### src/rtl/scfc_pkg.sv
// Shared types, constants and the CRC-8 byte update for the sensor frame CRC checker.
`default_nettype none

package scfc_pkg;

    // CRC-8 settings: polynomial x^8 + x^5 + x^4 + 1, start value all ones, MSB first.
    localparam logic [7:0] CRC_POLY    = 8'h31;
    localparam logic [7:0] CRC_INIT    = 8'hFF;
    localparam logic [7:0] CRC_TOP_BIT = 8'h80;

    // Frame status codes.
    localparam logic [1:0] STATUS_OK        = 2'd0;
    localparam logic [1:0] STATUS_TEMP_BAD  = 2'd1;
    localparam logic [1:0] STATUS_HUMID_BAD = 2'd2;

    // Byte positions within the six-byte reply.
    localparam logic [2:0] POS_TEMP_HI  = 3'd0;
    localparam logic [2:0] POS_TEMP_LO  = 3'd1;
    localparam logic [2:0] POS_TEMP_CRC = 3'd2;
    localparam logic [2:0] POS_HUM_HI   = 3'd3;
    localparam logic [2:0] POS_HUM_LO   = 3'd4;
    localparam logic [2:0] POS_HUM_CRC  = 3'd5;

    // One finished measurement.
    typedef struct packed {
        logic [1:0]  frame_status;
        logic [15:0] raw_humidity;
        logic [15:0] raw_temperature;
    } t_result;

    // Width of the packed result padded to whole bytes.
    localparam int RESULT_BITS = $bits(t_result);
    localparam int RESULT_TDATA_BITS = ((RESULT_BITS + 7) / 8) * 8;

    // Bytewise CRC-8 update, unrolled over the eight bits of the byte.
    function automatic logic [7:0] crc8_update(input logic [7:0] crc, input logic [7:0] data);
        logic [7:0] c;
        c = crc ^ data;
        for (int k = 0; k < 8; k++) begin
            if ((c & CRC_TOP_BIT) != 8'h00) begin
                c = {c[6:0], 1'b0} ^ CRC_POLY;
            end else begin
                c = {c[6:0], 1'b0};
            end
        end
        return c;
    endfunction

endpackage

`default_nettype wire

### src/rtl/scfc_frame_core.sv
// Reply tracking: byte position, running CRC, captured words and the status decision.
`default_nettype none

module scfc_frame_core
    import scfc_pkg::*;
(
    input  wire logic       i_clk,
    input  wire logic       i_rst_n,
    input  wire logic       i_skip_crc,
    input  wire logic [7:0] i_byte,
    input  wire logic       i_start,
    input  wire logic       i_advance,
    output logic            o_last,
    output t_result         o_result
);

    logic [2:0]  r_pos;
    logic [7:0]  r_crc;
    logic [15:0] r_temp;
    logic [7:0]  r_hum_hi;
    logic [7:0]  r_hum_lo;
    logic        r_temp_bad;

    logic [2:0]  n_pos;
    logic [7:0]  n_crc;
    logic [15:0] n_temp;
    logic [7:0]  n_hum_hi;
    logic [7:0]  n_hum_lo;
    logic        n_temp_bad;

    logic        restart;
    logic [2:0]  pos_eff;
    logic [7:0]  crc_base;
    logic        temp_bad_base;
    logic [7:0]  crc_next;

    // A frame-start flag or an out-of-range position restarts the reply.
    assign restart       = i_start || (r_pos > POS_HUM_CRC);
    assign pos_eff       = restart ? POS_TEMP_HI : r_pos;
    assign crc_base      = restart ? CRC_INIT : r_crc;
    assign temp_bad_base = restart ? 1'b0 : r_temp_bad;
    assign crc_next      = crc8_update(crc_base, i_byte);

    // Next state for the byte at hand.
    always_comb begin
        n_pos      = pos_eff + 3'd1;
        n_crc      = crc_base;
        n_temp     = r_temp;
        n_hum_hi   = r_hum_hi;
        n_hum_lo   = r_hum_lo;
        n_temp_bad = temp_bad_base;
        case (pos_eff)
            POS_TEMP_HI: begin
                n_temp = {i_byte, 8'h00};
                n_crc  = crc_next;
            end
            POS_TEMP_LO: begin
                n_temp = {r_temp[15:8], i_byte};
                n_crc  = crc_next;
            end
            POS_TEMP_CRC: begin
                n_temp_bad = (crc_base != i_byte);
                n_crc      = CRC_INIT;
            end
            POS_HUM_HI: begin
                n_hum_hi = i_byte;
                n_crc    = crc_next;
            end
            POS_HUM_LO: begin
                n_hum_lo = i_byte;
                n_crc    = crc_next;
            end
            default: begin
                n_pos      = POS_TEMP_HI;
                n_crc      = CRC_INIT;
                n_temp_bad = 1'b0;
            end
        endcase
    end

    // The humidity CRC byte closes the reply and produces a result.
    assign o_last = (pos_eff == POS_HUM_CRC);

    always_comb begin
        o_result.raw_temperature = r_temp;
        o_result.raw_humidity    = {r_hum_hi, r_hum_lo};
        if (i_skip_crc) begin
            o_result.frame_status = STATUS_OK;
        end else if (temp_bad_base) begin
            o_result.frame_status = STATUS_TEMP_BAD;
        end else if (crc_base != i_byte) begin
            o_result.frame_status = STATUS_HUMID_BAD;
        end else begin
            o_result.frame_status = STATUS_OK;
        end
    end

    always_ff @(posedge i_clk) begin
        if (!i_rst_n) begin
            r_pos      <= POS_TEMP_HI;
            r_crc      <= CRC_INIT;
            r_temp     <= 16'h0000;
            r_hum_hi   <= 8'h00;
            r_hum_lo   <= 8'h00;
            r_temp_bad <= 1'b0;
        end else if (i_advance) begin
            r_pos      <= n_pos;
            r_crc      <= n_crc;
            r_temp     <= n_temp;
            r_hum_hi   <= n_hum_hi;
            r_hum_lo   <= n_hum_lo;
            r_temp_bad <= n_temp_bad;
        end
    end

endmodule

`default_nettype wire

### config.mk
export PLATFORM = sky130hd
export DESIGN_NAME = scfc_frame_core
export DESIGN_NICKNAME = d
export VERILOG_FILES = /design/src/rtl/scfc_pkg.sv /design/src/rtl/scfc_frame_core.sv
export SDC_FILE = /design/constraint.sdc
export NUM_CORES = 1
export LEC_CHECK = 0
export BUFFER_PORTS_ARGS = -buffer_cell sky130_fd_sc_hd__buf_2
export CAP_MARGIN = 40
export CORE_MARGIN = 4
export CORE_UTILIZATION = 50
export DETAILED_ROUTE_END_ITERATION = 8
export PLACE_DENSITY = 0.72
export SYNTH_ARGS = -nofsm -noshare
export SYNTH_HDL_FRONTEND = slang
export SYNTH_SLANG_ARGS = --single-unit
### constraint.sdc
create_clock -name i_clk -period 2.7 [get_ports i_clk]
set_input_delay 0.675 -clock i_clk [delete_from_list [all_inputs] [get_ports i_clk]]
set_output_delay 0.675 -clock i_clk [all_outputs]
set_load 0.01 [all_outputs]
== After elaboration in Yosys (flattened, before gate mapping) ==
Index checks and enable logic that the tools add are counted.

* $mul: 0
* Eq/ne operators: 6
* Add/subtract/negate cells: 1
* Shifts and indexed selects: 0
* Order comparisons: 1
* Bitwise logic cells: 10
* Multiplexer cells: 18
* Reductions and logical operators: 9
* Div/mod/pow operators: 0

{| class="wikitable"
|+ Operator list
! cell !! count
|-
| 6-bit 2-to-1 mux || 8
|-
| 16-bit one-hot mux with 2 select lines || 1
|-
| 3-bit inverter || 8
|-
| 8-bit 2-to-1 mux || 2
|-
| 8-bit != test || 1
|-
| 8-bit XOR || 1
|-
| 3-bit by 2-bit equality test with 1-bit output, second input constant || 2
|-
| 3-bit equality test, second input constant || 2
|-
| 2-bit 2-to-1 mux || 3
|-
| 3-bit 2-to-1 mux || 2
|-
| 2-bit AND reduction || 3
|-
| 5-bit OR reduction || 1
|-
| 4-bit OR reduction || 1
|-
| 3-bit by 1-bit adder with 3-bit output, second input constant || 1
|-
| 3-bit by 1-bit equality test with 1-bit output, second input constant || 1
|-
| 3-bit > comparator, second input constant || 1
|-
| 3-bit logical NOT || 1
|-
| 3-bit AND reduction || 1
|-
| 1-bit one-hot mux with 2 select lines || 1
|-
| 2-bit nonzero test || 1
|-
| 1-bit logical OR || 1
|-
| 1-bit 2-to-1 mux || 1
|-
| 1-bit inverter || 1
|}

* Memory bits (writable): 0
* Bits in read-only memories: 0
* Output and inout bits: 35
* Memories kept: 0
* Bits in registers: 44
* Latch bits: 0
* Logic and storage cells: 52

== Depth between registers and ports, before layout ==
* Depth in word-level cells: 21
* Mapped depth: 10

== Worst setup path after synthesis ==
No wires, ideal clock.

* Kind: input to output
* From: input i_start
* To: output o_result[33] (netlist name)
* Data arrival time: 1,752 ps
* Setup slack: 273 ps
* Stages: 5
* Path through: buf_6 -> a211oi_2 -> xnor2_2 -> nor4_1 -> a221oi_1

{| class="wikitable"
|+ RTL lines
! what !! RTL line !! RTL
|-
| from (decl) || scfc_frame_core.sv:11 || <nowiki>input wire logic i_start,</nowiki>
|-
| to (decl) || scfc_frame_core.sv:14 || <nowiki>output t_result o_result</nowiki>
|}

==> implementation parameters <==
Parameter                              Value

Synthesis
  Number of distinct library cells after synthesis ... 37
  Most frequent cells after synthesis ... sky130_fd_sc_hd__dfxtp_1 (44), sky130_fd_sc_hd__nor2b_1 (26), sky130_fd_sc_hd__nand2_1 (20)
  Most repeated cell in the gate-level netlist after synthesis ... sky130_fd_sc_hd__dfxtp_1
  Mean post-synth cell area ... 9.921 um^2
  Most used flip-flop cell after synthesis ... sky130_fd_sc_hd__dfxtp_1
  Share of the synthesized area in the top cell type ... 39.29%
  Cell types occupying the most area after synthesis ... sky130_fd_sc_hd__dfxtp_1 (39%), sky130_fd_sc_hd__mux2i_1 (7.6%), sky130_fd_sc_hd__nor2b_1 (7.3%), sky130_fd_sc_hd__xnor2_2 (7.3%), sky130_fd_sc_hd__a211oi_2 (4.5%)
  Biggest area consumer among synthesized cells ... sky130_fd_sc_hd__dfxtp_1
  Share of synthesized flip-flops with an asynchronous set or reset ... 0%
  YS warnings ... 0
  Number of enable flip-flop cells after synthesis ... 0
  Part of the Yosys area used for sequential elements ... 39.29%
  Count of state elements after synthesis ... 44
  Synthesized instance count ... roughly 230
  Cell area after technology mapping ... 0.002242 mm^2
  Number of nets produced by synthesis ... about 240

STA
  Worst setup skew after layout ... around 0.0042 ns
  Final slew viol count ... 0
  Final worst path period need ... around 2.6 ns
  Normalized max-slew margin ... 60.48%
  Post-route clock period utilization ... between 90 and 100%
  Sum of negative setup slack ... 0 ns
  Count of endpoints failing hold in the final timing report ... 0
  Worst path setup slack after routing ... a little under 0.1 ns
  Unrepaired setup endpoints after global routing ... false
  Worst-Margin Slew ... a little under 0.6 ns
  Maximum clock rate ... 384.5 MHz
  Number of endpoints failing setup at the final stage ... 0

Critical path
  Master of the slowest instance on the critical path ... sky130_fd_sc_hd__a211oi_4
  Critical path startpoint category ... input port
  Slowest cell delay on critical path ... 0.27 ns
  Required time at the worst-slack endpoint ... 2.03 ns
  Critical Path AT ... 1.93 ns
  Crit path kind ... in -> out
  Endpoint class of the critical path ... primary output
  Kind of cell adding the most delay to the critical path ... compound AO/OA/AOI/OAI gates
  Critical path, cell by cell ... buf_2 -> a211oi_4 -> xnor2_2 -> nor4_2 -> a221oi_1 -> buf_2
  Max FO, Critical Path ... 14
  Count of buffer and inverter cells on the critical path ... 2
  Cell seen most often among critical-path stages ... sky130_fd_sc_hd__buf_2

Global route
  Pin count of the biggest net entering global routing ... 36
  Number of antenna violations at the first check in global routing ... 0
  Total grt overflow ... 0
  First-pass GRT wire length ... slightly above 8000 um
  Vias in the first global route ... 1667
  Combined global-route utilization of all metal layers ... around 20%

Clocking
  Clock latency on the worst-skew pair ... 0.30 ns
  Post-CTS setup-driven buffer insertion count ... 0
  H-tree level count ... 2
  Largest buffer count on any clock path ... 2
  CTS hold repair buffers ... 0
  Clk slew on worst S/H paths ... 0.08 ns
  Clock tree sinks ... 44
  Inserted Clock Buffers ... 5
  CTS tree ... built
  Cell chosen for the clock root ... sky130_fd_sc_hd__clkbuf_8

Pwr
  P_leak ... 1.153 nW
  Post-route total power ... 1.652 mW
  Power density over the cells ... 603.7 mW/mm^2
  Maximum vdd drop ... ~0.47 mV

Die
  Die extent in y ... 74.97 um
  Die area ... 0.005620 mm^2
  Count of pins on the block boundary ... 48
  Die Wd ... roughly 75 um
  Initial Util ... 51.49%
  Std cell rows ... 24
  Core region area ... 0.004354 mm^2

Layout
  Nets ... 298
  Ant. Diodes ... 0
  Fraction of final layout cells sized beyond drive strength 1 ... 33.81%
  Area growth from synthesis to layout ... 22.04%

Status
  Result of the run ... finished clean

Drt
  Routed wire length per instance ... 15.69 um
  Number of DRC violations after detailed-routing iteration 0 ... 126
  Routed WL ... ~5200 um
  Average via count per standard cell ... 5.381
  Total via count in the routed design ... roughly 1800
  Antenna-violating nets left ... 0
  Drt pass-1 iters ... 4
  Final routed DRC violation total ... 0

Place
  # port buffers ... 47
  DP Wirelength ... 3649 um
  Post-place setup slack ... -0.006161 ns
  Final estimated routing congestion in global placement ... 0.7934

Worst hold path
  HP Class ... reg -> reg

Job
  Number of maximum-capacitance constraint violations ... 0
-- cell families after synthesis --
logic type	Yosys count	synth area share (%)
AOI/OAI and AO/OA	46	16.63
xor gates and xnor gates	19	11.38
adders and majority gates	5	2.790
buffers and inverters	19	4.296
DFF	44	39.29
muxes	17	7.589
and+or+nand+nor	76	18.02
-- report_power, final --
part / total, mW / switching, mW / internal [mW]
clock network: 0.535 / 0.232 / 0.303
registers: 0.717 / 0.0270 / 0.690
logic: 0.400 / 0.204 / 0.196
-- worst paths after layout --
| check | from | cells past startpoint | slack (ns) | end |
|---|---|---|---|---|
| max | i_start | 6 | 0.1 | o_result[33] |
| min | r_hum_hi[7]$_SDFFE_PN0P_ | 2 | 0.46 | r_hum_hi[7]$_SDFFE_PN0P_ |
| max reg2reg | r_pos[2]$_SDFFE_PN0P_ | 7 | 0.46 | r_hum_lo[5]$_SDFFE_PN0P_ |
| min reg2reg | r_hum_hi[7]$_SDFFE_PN0P_ | 2 | 0.46 | r_hum_hi[7]$_SDFFE_PN0P_ |
-- cell type report --
cell class / count / area, um^2
clock buffer: 6 / 82.58
multi-input combinational: 163 / 1292
fill: 377 / 1618
timing repair buffer: 62 / 360.3
inverter: 4 / 15.01
clock inverter: 2 / 38.79
tap: 52 / 65.06
sequential: 44 / 882.1
-- flip-flops by register name, indices dropped and copies added, names as in the netlist --
register    count
r_crc           8
r_hum_hi        8
r_hum_lo        8
r_pos           3
r_temp         16
r_temp_bad      1
-- layout by cell type (no fill, tap or decap), types with 5 or more instances in the layout --
master / instances
sky130_fd_sc_hd__a211oi_2: 7
sky130_fd_sc_hd__o22ai_1: 5
sky130_fd_sc_hd__nand3_1: 10
sky130_fd_sc_hd__a21boi_0: 8
sky130_fd_sc_hd__dfxtp_1: 43
sky130_fd_sc_hd__xnor2_2: 11
sky130_fd_sc_hd__nand2_1: 20
sky130_fd_sc_hd__nor2b_1: 26
sky130_fd_sc_hd__buf_2: 47
sky130_fd_sc_hd__nor2_1: 6
sky130_fd_sc_hd__clkbuf_8: 6
sky130_fd_sc_hd__ha_1: 5
sky130_fd_sc_hd__a22oi_1: 8
sky130_fd_sc_hd__a21oi_1: 5
sky130_fd_sc_hd__mux2i_1: 17
sky130_fd_sc_hd__buf_4: 14
sky130_fd_sc_hd__xnor2_1: 6
-- per-stage QoR --
stage / utilization [%] / instances / instance area (um^2) / hold slack (ns)
floorplan: - / 226 / 2242 / 0.4717
global placement: 59.40 / 325 / 2586 / 0.4519
detailed placement: 59.40 / 325 / 2586 / 0.4562
CTS: 62.36 / 333 / 2715 / 0.4678
global route: 62.84 / 333 / 2736 / 0.4816
finish: 62.84 / 333 / 2736 / 0.4647
-- worst reg2reg max path, delay by kind of cell (launching register included) --
kind / cells / cell delay (ns)
adders and majority gates: 1 / 0.20
and+or+nand+nor: 3 / 0.75
muxes: 1 / 0.28
AOI/OAI and AO/OA: 1 / 0.21
DFF: 1 / 0.57
buffers and inverters: 1 / 0.12
-- repair_timing --
item                       4_1_cts  5_1_grt
pin swaps                        0        1
resized for setup                2        3
setup endpoints to repair        1        1
-- metal layers --
metal  routed length (um)  vias to the layer above  track usage (%)
met3                  236                        2            5.474
met4                   27                        0            4.150
li1                     -                      890                -
met1                 2381                      863            26.55
met2                 2581                       37            31.04
met5                    0                        -                0
(Power assumes the default switching activity.)
